$ cat config.mk
export PLATFORM = sky130hd
export DESIGN_NAME = block_list_allocator
export DESIGN_NICKNAME = d
export VERILOG_FILES = /design/src/hw/rtl/bla_pkg.sv /design/src/hw/rtl/bla_table.sv /design/src/hw/rtl/bla_seq.sv /design/src/hw/rtl/block_list_allocator.sv
export SDC_FILE = /design/constraint.sdc
export NUM_CORES = 2
export LEC_CHECK = 0
export CORE_MARGIN = 2
export CORE_UTILIZATION = 58
export DETAILED_ROUTE_END_ITERATION = 6
export DONT_BUFFER_PORTS = 1
export PLACE_DENSITY = 0.74
export SETUP_SLACK_MARGIN = 0.02
export SLEW_MARGIN = 15
export SYNTH_ARGS = -nofsm -noshare
export SYNTH_HDL_FRONTEND = slang
export SYNTH_HIERARCHICAL = 1
export SYNTH_SLANG_ARGS = --single-unit
$ cat constraint.sdc
create_clock -name clk_i -period 13.2 [get_ports clk_i]
set_input_delay 0.66 -clock clk_i [delete_from_list [all_inputs] [get_ports clk_i]]
set_output_delay 0.66 -clock clk_i [all_outputs]
set_load 0.1 [all_outputs]
$ cat src/hw/rtl/bla_pkg.sv
// ----------------------------------------------------------------------------
// Block list allocator package
// Shared types, codes and sizes of the block list allocator.
// ----------------------------------------------------------------------------
package bla_pkg;

  localparam int unsigned MaxEntries = 32;
  localparam int unsigned IdxW       = $clog2(MaxEntries);
  localparam int unsigned CntW       = 6;
  localparam logic [15:0] PoolReset  = 16'd100;

  typedef enum logic [2:0] {
    OP_ALLOC   = 3'd0,
    OP_RECLAIM = 3'd1,
    OP_FREE    = 3'd2,
    OP_MERGE   = 3'd3,
    OP_DELETE  = 3'd4,
    OP_CLEAR   = 3'd5,
    OP_READ    = 3'd6,
    OP_NONE    = 3'd7
  } op_e;

  typedef enum logic [2:0] {
    ST_OK        = 3'd0,
    ST_NOSPACE   = 3'd1,
    ST_ALLOCATED = 3'd2,
    ST_NOTFOUND  = 3'd3,
    ST_EMPTY     = 3'd4,
    ST_FULL      = 3'd5
  } status_e;

  typedef enum logic [2:0] {
    S_IDLE,
    S_SCAN,
    S_SHIFT,
    S_MERGE,
    S_READ,
    S_DONE
  } state_e;

  typedef struct packed {
    logic [2:0]  op;
    logic [15:0] size;
    logic [15:0] block_id;
    logic [4:0]  position;
  } in_t;

  typedef struct packed {
    logic [2:0]  status;
    logic [15:0] result_id;
    logic [15:0] result_size;
    logic        is_free;
    logic [15:0] free_space;
    logic [5:0]  entry_count;
  } out_t;

  typedef struct packed {
    logic [15:0] id;
    logic [15:0] size;
    logic        free;
  } entry_t;

  // Memory access request from the sequencer.
  typedef struct packed {
    logic            rd_en;
    logic [IdxW-1:0] rd_addr;
    logic            wr_en;
    logic [IdxW-1:0] wr_addr;
    entry_t          wr_data;
  } mem_req_t;

endpackage

$ cat src/hw/rtl/bla_table.sv
// ----------------------------------------------------------------------------
// Block list allocator table
// Entry memory with one write port and one registered read port.
// ----------------------------------------------------------------------------
module bla_table (
  input  logic              clk_i,
  input  bla_pkg::mem_req_t req_i,
  output bla_pkg::entry_t   rd_data_o
);
  import bla_pkg::*;

  entry_t mem_q [MaxEntries];

  // Write and registered read.
  always_ff @(posedge clk_i) begin
    if (req_i.wr_en) begin
      mem_q[req_i.wr_addr] <= req_i.wr_data;
    end
    if (req_i.rd_en) begin
      rd_data_o <= mem_q[req_i.rd_addr];
    end
  end

endmodule

$ cat src/hw/rtl/bla_seq.sv
// ----------------------------------------------------------------------------
// Block list allocator sequencer
// Walks the table one entry per step for lookups, shifts and merges.
// ----------------------------------------------------------------------------
module bla_seq (
  input  logic              clk_i,
  input  logic              rst_ni,
  input  logic              in_valid_i,
  output logic              in_ready_o,
  input  bla_pkg::in_t      in_data_i,
  output logic              out_valid_o,
  input  logic              out_ready_i,
  output bla_pkg::out_t     out_data_o,
  input  logic [15:0]       capacity_i,
  output bla_pkg::mem_req_t req_o,
  input  bla_pkg::entry_t   rd_data_i,
  output logic [5:0]        count_o
);
  import bla_pkg::*;

  state_e state_q, state_d;
  in_t    item_q, item_d;
  logic [CntW-1:0] count_q, count_d;
  logic [15:0]     pool_q, pool_d, next_id_q, next_id_d;
  // Walk pointer: ptr_q - 1 is the address read last cycle; dst_q is merge write side.
  logic [CntW-1:0] ptr_q, ptr_d, dst_q, dst_d;
  logic            pend_q, pend_d;  // read data valid (for ptr_q - 1 in walks and shifts)
  entry_t          hold_q, hold_d;  // merge accumulator
  out_t            res_q, res_d;
  out_t            out_q, out_d;
  logic            ovalid_q, ovalid_d;

  logic [CntW-1:0] cur;
  logic            id_hit;
  logic [16:0]     msum;

  assign cur    = ptr_q - 1'b1;
  assign id_hit = rd_data_i.id == item_q.block_id;
  assign msum   = {1'b0, hold_q.size} + {1'b0, rd_data_i.size};

  // Next state.
  always_comb begin
    state_d = state_q;
    unique case (state_q)
      S_IDLE: if (in_valid_i && in_ready_o) begin
        unique case (op_e'(in_data_i.op))
          OP_ALLOC: state_d = ({1'b0, in_data_i.size} > {1'b0, pool_q} ||
                               count_q >= CntW'(MaxEntries)) ? S_DONE : S_SHIFT;
          OP_RECLAIM, OP_FREE, OP_DELETE:
            state_d = (count_q == '0) ? S_DONE : S_SCAN;
          OP_MERGE: state_d = (count_q == '0) ? S_DONE : S_MERGE;
          OP_READ: state_d = ({1'b0, in_data_i.position} >= count_q) ? S_DONE : S_READ;
          default: state_d = S_DONE;
        endcase
      end
      S_SCAN: if (pend_q) begin
        if (op_e'(item_q.op) == OP_DELETE) begin
          if (dst_q != '0) state_d = (ptr_q >= count_q) ? S_DONE : S_SCAN;
          else if (id_hit) state_d = (ptr_q >= count_q) ? S_DONE : S_SCAN;
          else if (ptr_q >= count_q) state_d = S_DONE;
        end else if (id_hit && (op_e'(item_q.op) == OP_RECLAIM || !rd_data_i.free)) begin
          state_d = S_DONE;
        end else if (ptr_q >= count_q) begin
          state_d = S_DONE;
        end
      end
      S_SHIFT: if (ptr_q == '0) state_d = S_DONE;
      S_MERGE: if (!pend_q) state_d = S_DONE;
      S_READ:  if (pend_q) state_d = S_DONE;
      S_DONE:  if (!ovalid_q || out_ready_i) state_d = S_IDLE;
      default: state_d = S_IDLE;
    endcase
  end

  // Datapath and outputs.
  always_comb begin
    item_d = item_q; count_d = count_q; pool_d = pool_q; next_id_d = next_id_q;
    ptr_d = ptr_q; dst_d = dst_q; pend_d = 1'b0; hold_d = hold_q;
    res_d = res_q; out_d = out_q; ovalid_d = ovalid_q;
    req_o = '0;
    in_ready_o = (state_q == S_IDLE);
    if (out_ready_i) ovalid_d = 1'b0;
    unique case (state_q)
      S_IDLE: if (in_valid_i) begin
        item_d = in_data_i;
        res_d = '0;
        res_d.status = ST_OK;
        ptr_d = '0; dst_d = '0;
        unique case (op_e'(in_data_i.op))
          OP_ALLOC: begin
            if ({1'b0, in_data_i.size} > {1'b0, pool_q}) res_d.status = ST_NOSPACE;
            else if (count_q >= CntW'(MaxEntries)) res_d.status = ST_FULL;
            else ptr_d = count_q;
          end
          OP_RECLAIM: res_d.status = (count_q == '0) ? ST_EMPTY : ST_NOTFOUND;
          OP_FREE, OP_DELETE: res_d.status = ST_NOTFOUND;
          OP_CLEAR: begin
            count_d = '0;
            pool_d = capacity_i;
          end
          OP_READ: begin
            if ({1'b0, in_data_i.position} >= count_q) res_d.status = ST_NOTFOUND;
            else begin
              req_o.rd_en = 1'b1;
              req_o.rd_addr = in_data_i.position;
            end
          end
          default: ;
        endcase
        if (op_e'(in_data_i.op) == OP_RECLAIM || op_e'(in_data_i.op) == OP_FREE ||
            op_e'(in_data_i.op) == OP_DELETE || op_e'(in_data_i.op) == OP_MERGE) begin
          if (count_q != '0) begin
            req_o.rd_en = 1'b1; req_o.rd_addr = '0; ptr_d = CntW'(1); pend_d = 1'b1;
          end
        end
        pend_d = pend_d | (op_e'(in_data_i.op) == OP_READ);
      end
      S_SCAN: if (pend_q) begin
        if (ptr_q < count_q) begin
          req_o.rd_en = 1'b1; req_o.rd_addr = IdxW'(ptr_q); ptr_d = ptr_q + 1'b1;
          pend_d = 1'b1;
        end
        unique case (op_e'(item_q.op))
          OP_DELETE: begin
            if (dst_q != '0) begin
              // Shift down the entry after the removed one.
              req_o.wr_en = 1'b1; req_o.wr_addr = IdxW'(cur - 1'b1);
              req_o.wr_data = rd_data_i;
            end else if (id_hit) begin
              dst_d = CntW'(1);
              res_d.status = ST_OK;
              pool_d = ({1'b0, pool_q} + {1'b0, rd_data_i.size} > 17'hFFFF) ?
                       16'hFFFF : pool_q + rd_data_i.size;
            end
            if ((dst_q != '0 || id_hit) && ptr_q >= count_q) count_d = count_q - 1'b1;
          end
          default: begin
            if (id_hit && (op_e'(item_q.op) == OP_RECLAIM || !rd_data_i.free)) begin
              pend_d = 1'b0; req_o.rd_en = 1'b0;
              if (op_e'(item_q.op) == OP_RECLAIM && !rd_data_i.free) begin
                res_d.status = ST_ALLOCATED;
              end else begin
                res_d.status = ST_OK;
                req_o.wr_en = 1'b1; req_o.wr_addr = IdxW'(cur);
                req_o.wr_data = rd_data_i;
                req_o.wr_data.free = (op_e'(item_q.op) == OP_FREE);
              end
            end
          end
        endcase
      end
      S_SHIFT: begin
        // Move entries up by one from the tail, one per two-phase step.
        if (ptr_q == '0) begin
          req_o.wr_en = 1'b1; req_o.wr_addr = '0;
          req_o.wr_data = '{id: next_id_q, size: item_q.size, free: 1'b0};
          count_d = count_q + 1'b1;
          pool_d = pool_q - item_q.size;
          res_d.result_id = next_id_q;
          next_id_d = next_id_q + 1'b1;
        end else if (!pend_q) begin
          req_o.rd_en = 1'b1; req_o.rd_addr = IdxW'(ptr_q - 1'b1); pend_d = 1'b1;
        end else begin
          req_o.wr_en = 1'b1; req_o.wr_addr = IdxW'(ptr_q);
          req_o.wr_data = rd_data_i;
          ptr_d = ptr_q - 1'b1;
        end
      end
      S_MERGE: if (pend_q) begin
        if (ptr_q < count_q) begin
          req_o.rd_en = 1'b1; req_o.rd_addr = IdxW'(ptr_q); ptr_d = ptr_q + 1'b1;
          pend_d = 1'b1;
        end
        if (dst_q != '0 && rd_data_i.free && hold_q.free) begin
          hold_d.size = msum[16] ? 16'hFFFF : msum[15:0];
        end else begin
          if (dst_q != '0) begin
            req_o.wr_en = 1'b1; req_o.wr_addr = IdxW'(dst_q - 1'b1);
            req_o.wr_data = hold_q;
          end
          hold_d = rd_data_i;
          dst_d = dst_q + 1'b1;
        end
      end else begin
        // All entries seen: write back the last open entry.
        req_o.wr_en = 1'b1; req_o.wr_addr = IdxW'(dst_q - 1'b1);
        req_o.wr_data = hold_q;
        count_d = dst_q;
      end
      S_READ: if (pend_q) begin
        res_d.result_id = rd_data_i.id;
        res_d.result_size = rd_data_i.size;
        res_d.is_free = rd_data_i.free;
      end
      S_DONE: if (!ovalid_q || out_ready_i) begin
        out_d = res_q;
        out_d.free_space = pool_q;
        out_d.entry_count = count_q;
        ovalid_d = 1'b1;
      end
      default: ;
    endcase
  end

  // State and registers.
  always_ff @(posedge clk_i or negedge rst_ni) begin
    if (!rst_ni) begin
      state_q <= S_IDLE; count_q <= '0; pool_q <= PoolReset; next_id_q <= '0;
      ptr_q <= '0; dst_q <= '0; pend_q <= 1'b0; ovalid_q <= 1'b0;
    end else begin
      state_q <= state_d; count_q <= count_d; pool_q <= pool_d;
      next_id_q <= next_id_d; ptr_q <= ptr_d; dst_q <= dst_d;
      pend_q <= pend_d; ovalid_q <= ovalid_d;
    end
  end

  always_ff @(posedge clk_i) begin
    item_q <= item_d; hold_q <= hold_d; res_q <= res_d; out_q <= out_d;
  end

  assign out_valid_o = ovalid_q;
  assign out_data_o  = out_q;
  assign count_o     = count_q;

endmodule

$ cat src/hw/rtl/block_list_allocator.sv
// ----------------------------------------------------------------------------
// Block list allocator
// Ordered block table with allocate, reclaim, free, merge, delete and read.
// ----------------------------------------------------------------------------
// One operation is taken at a time, and the input is ready only while the
// sequencer is idle. Lookups and deletes walk the table one entry per cycle
// through an entry memory with one write port and one registered read port;
// merge walks it the same way, and allocate shifts the table up from the tail
// with a read and then a write for each entry. Read does one table lookup, and
// clear, the unused code and any operation refused up front go straight to the
// result. The result sits in an output register: the next beat can be taken
// while it waits, but that beat does not finish until the register drains.
module block_list_allocator (
  input  logic           clk_i,
  input  logic           rst_ni,
  input  logic           in_valid_i,
  output logic           in_ready_o,
  input  bla_pkg::in_t   in_data_i,
  output logic           out_valid_o,
  input  logic           out_ready_i,
  output bla_pkg::out_t  out_data_o,
  input  logic           cfg_valid_i,
  output logic           cfg_ready_o,
  input  logic [15:0]    cfg_data_i
);
  import bla_pkg::*;

  logic [15:0] capacity_q;
  mem_req_t    req;
  entry_t      rd_data;
  logic [5:0]  count;

  // Capacity register.
  assign cfg_ready_o = 1'b1;
  always_ff @(posedge clk_i or negedge rst_ni) begin
    if (!rst_ni) begin
      capacity_q <= PoolReset;
    end else if (cfg_valid_i) begin
      capacity_q <= cfg_data_i;
    end
  end

  bla_seq u_seq (
    .clk_i, .rst_ni, .in_valid_i, .in_ready_o, .in_data_i,
    .out_valid_o, .out_ready_i, .out_data_o,
    .capacity_i(capacity_q), .req_o(req), .rd_data_i(rd_data), .count_o(count)
  );

  bla_table u_table (.clk_i, .req_i(req), .rd_data_o(rd_data));

  // Entry count never exceeds the table depth.
  a_count_max: assert property (@(posedge clk_i) disable iff (!rst_ni)
    count <= 6'(MaxEntries)) else $error("entry count above depth");

  // No write past the current count plus one slot.
  a_wr_range: assert property (@(posedge clk_i) disable iff (!rst_ni)
    req.wr_en |-> {1'b0, req.wr_addr} <= count) else $error("write beyond table");

  // A waiting result beat holds its payload until it is taken.
  a_out_hold: assert property (@(posedge clk_i) disable iff (!rst_ni)
    (out_valid_o && !out_ready_i) |=> (out_valid_o && $stable(out_data_o)))
    else $error("result beat changed while waiting");

endmodule
==> reports/metrics.csv <==
stage,metric,value,unit
logic_synthesis,"Avg Cell Area, Syn",15.5,um2
logic_synthesis,synthesized area,55600,um2
floorplan,IO Count,122,
logic_synthesis,Main synth FF type,edfxtp_1,
worst_setup_path,crit start category,flip-flop,
worst_setup_path,CP cell instances,ha_1 > nand2b_1 > a21o_1 > a21oi_1 > nor4bb_1 > a221oi_1 > and3_1 > a221o_4 > buf_12 > buf_4 > mux2i_1 > a22o_1 > nor3_1 > a31oi_1 > nand3_1,
finish,Fill cells,6363,
sta,Final period util,0.463,
logic_synthesis,#FFs+latches synth,1322,
worst_setup_path,CP Buf/Inv Count,2,
worst_setup_path,"slowest stage delay, CP",900,ps
clock_network,CTS Buf Count,131,
sta,Worst Max-Slew Pin Slew,1120,ps
worst_setup_path,reg-to-reg setup timing slack,7090,ps
worst_setup_path,Crit Reg-Reg Startpoint,u_seq/count_o[0],
global_route,Total Routing Usage GR,0.278,
floorplan,DIE AREA,98400,um2
floorplan,Die Height,314,um
placement,routability-driven placement congestion ratio,0.885,
sta,clock skew,23.0,ps
pwr,pwr/cell area,184,nW/um2
global_route,largest net degree at the start of global routing,133,
finish,Nets,3788,
logic_synthesis,Syn Nets,3747,
sta,setup TNS,0,ps
finish,Area Growth Syn to Fin,11.2,%
logic_synthesis,Synth area leaders,"edfxtp_1, mux2i_1, dfrtp_1",
worst_hold_path,Hold Path Cell Cnt,1,
worst_setup_path,Crit path required time,13670,ps
finish,final core occ,0.651,
worst_setup_path,cell family with the largest share of critical-path delay,compound AO/OA/AOI/OAI gates,
logic_synthesis,number of synthesized flops with an enable pin,1251,
sta,normalized max-slew margin,0.251,
clock_network,cts repair resizes,0,
routing,DRT Wirelength,138000,um
logic_synthesis,Netlist cell types,76,
logic_synthesis,Yosys top cell area share,0.675,
run,Max Cap Viol,0,
finish,"commonest non-fill, non-tap cell in the layout",edfxtp_1,
routing,per-cell routed wire length,27.5,um
sta,setup violators final,0,
floorplan,Starting Density,0.586,
worst_setup_path,critical path's slowest cell,buf_4,
pwr,Peak VDD IR,0.000132,V
logic_synthesis,yosys synthesis warning count,6,
floorplan,num rows,113,
pwr,Lkg Pwr,20.2,nW
routing,vias,32700,
clock_network,CTS tree,built,
floorplan,DIE WIDTH,314,um
floorplan,Core Area,95000,um2
worst_hold_path,HP Class,input pin to flip-flop,
placement,post-detail-place hpwl,73400,um
logic_synthesis,asr flop ratio synth,0.0537,
sta,f_max,0.164,GHz
logic_synthesis,post-synth top area cell,edfxtp_1,
global_route,initial antenna violation count,3,
worst_setup_path,worst r2r dst,u_table/rd_data_o[30],
clock_network,register clock-pin slew on the reported worst setup and hold paths,60,ps
clock_network,H-Tree Depth,4,
worst_hold_path,Worst Hold End,capacity_q[14],
sta,final hold vios,0,
routing,remaining antenna violation count,0,
routing,DRT iter0 DRCs,4050,
worst_hold_path,hold path start,cfg_data_i[14],
clock_network,number of hold buffers added after cts,37,
sta,"Slew Viols, Final",0,
clock_network,Clock Tree Root,clkbuf_16,
clock_network,# Post-CTS Setup Buffers,0,
placement,Port Buffers,0,
routing,DRT Pass-1 Iters,6,
finish,"commonest non-fill, non-tap cells in the layout","edfxtp_1, mux2i_1, a21oi_1, nand2_1, nand3_1",
worst_setup_path,CP endpoint kind,flip-flop,
routing,Post-route DRC,0,
global_route,global route total overflow,0,
global_route,vias in the first global route,31500,
global_route,first-pass GRT wire length,202000,um
sta,final worst path period need,6110,ps
sta,RSZ-0062 raised after global routing,false,
clock_network,Clock Latency Late Sink,740,ps
routing,Vias per Instance,6.51,
logic_synthesis,post-synthesis instance total,3598,
logic_synthesis,post-synthesis sequential area ratio,0.707,
worst_setup_path,crit path kind,flip-flop to flip-flop,
outcome,outcome,completed,
clock_network,clk sink count,1322,
worst_setup_path,Critical Path Start,u_seq/count_o[0],
worst_setup_path,crit path max fanout,126,
clock_network,CTS Buffer Depth,3,
worst_setup_path,worst r2r path cells,15,
pwr,final total power,11.4,mW
worst_setup_path,crit path DAT,6580,ps
finish,layout cells sized above 1,0.0931,
==> layer usage <==
layer | wire [um] | vias to the layer above | GRT usage
met5 | 19 | - | 0
met4 | 4930 | 2 | 0.107
met3 | 13300 | 288 | 0.0532
met1 | 53300 | 16500 | 0.375
met2 | 66500 | 1773 | 0.452
li1 | - | 14100 | -
==> registers in the layout (all words and copies together) (netlist names), 33 cells and up <==
signal / cells
u_seq/hold_q: 33
u_table/rd_data_o: 33
u_table/mem_q: 1056
u_seq/res_q: 36
u_seq/item_q: 35
u_seq/out_data_o: 58
==> worst max path at each step <==
stage / to / slack [ps] / depth (start not counted)
after floorplan: u_table/rd_data_o[0] / 7140 / 4
after global placement: u_table/rd_data_o[24] / 7340 / 16
after detailed placement: u_table/rd_data_o[30] / 7130 / 16
after CTS: u_table/rd_data_o[30] / 7240 / 15
after global routing: u_table/rd_data_o[30] / 6820 / 15
final: u_table/rd_data_o[30] / 7090 / 15
==> synthesized netlist by cell type, types with 10 or more instances <==
master	number
buf_4	22
and3_1	12
buf_2	39
a21oi_1	196
mux2_4	10
edfxtp_1	1251
inv_1	80
buf_6	26
xor2_1	24
mux2i_1	534
buf_1	20
a22oi_1	103
a222oi_1	18
nor2b_1	21
a31oi_1	48
or3_1	10
o21ai_0	64
nor2_1	116
and2_1	24
a221o_1	22
nand2_1	179
ha_1	84
clkbuf_1	84
nand2b_1	20
a221oi_1	14
xnor2_1	55
nand3_1	144
nand4_1	11
a22o_1	85
a21o_1	24
nor3_1	52
o22a_1	15
dfrtp_1	65
==> cell families (layout without fill, tap and decap cells) <==
kind of cell	Yosys count	count (layout)	share of synthesized area
mux	552	552	0.100
fa+ha+maj	88	88	0.0203
simple gates	619	619	0.0527
buf+inv	278	429	0.0259
xor+xnor	79	79	0.0124
compound gates	659	659	0.0811
flops	1322	1322	0.707
other cells	1	5	0.0000674
==> final cells by class <==
cell class / count / area (um2) / area share
flip-flops and latches: 1322 / 39400 / 0.636
well taps: 1265 / 1580 / 0.0256
repair buffers: 106 / 1000 / 0.0162
clock buffers: 164 / 3550 / 0.0574
clock inverters: 79 / 852 / 0.0138
multi-input cells: 1998 / 15200 / 0.246
inverters: 80 / 300 / 0.00485
diodes: 4 / 10.0 / 0.000162
==> where the power goes <==
group / internal (mW) / switching (mW)
clock: 2.23 / 1.55
sequential: 4.87 / 0.520
combinational: 0.833 / 1.36
total: 7.93 / 3.43
==> through the flow <==
stage	instances	setup WS [ps]	hold WS, ps	area, um2
floorplan	3598	7140	364	55600
global placement	4734	7340	366	57100
detailed placement	4734	7130	366	57100
CTS	5014	7240	27.0	61800
global route	5015	6820	42.9	61900
finish	5018	7090	72.4	61900
(Power assumes the default switching activity.)
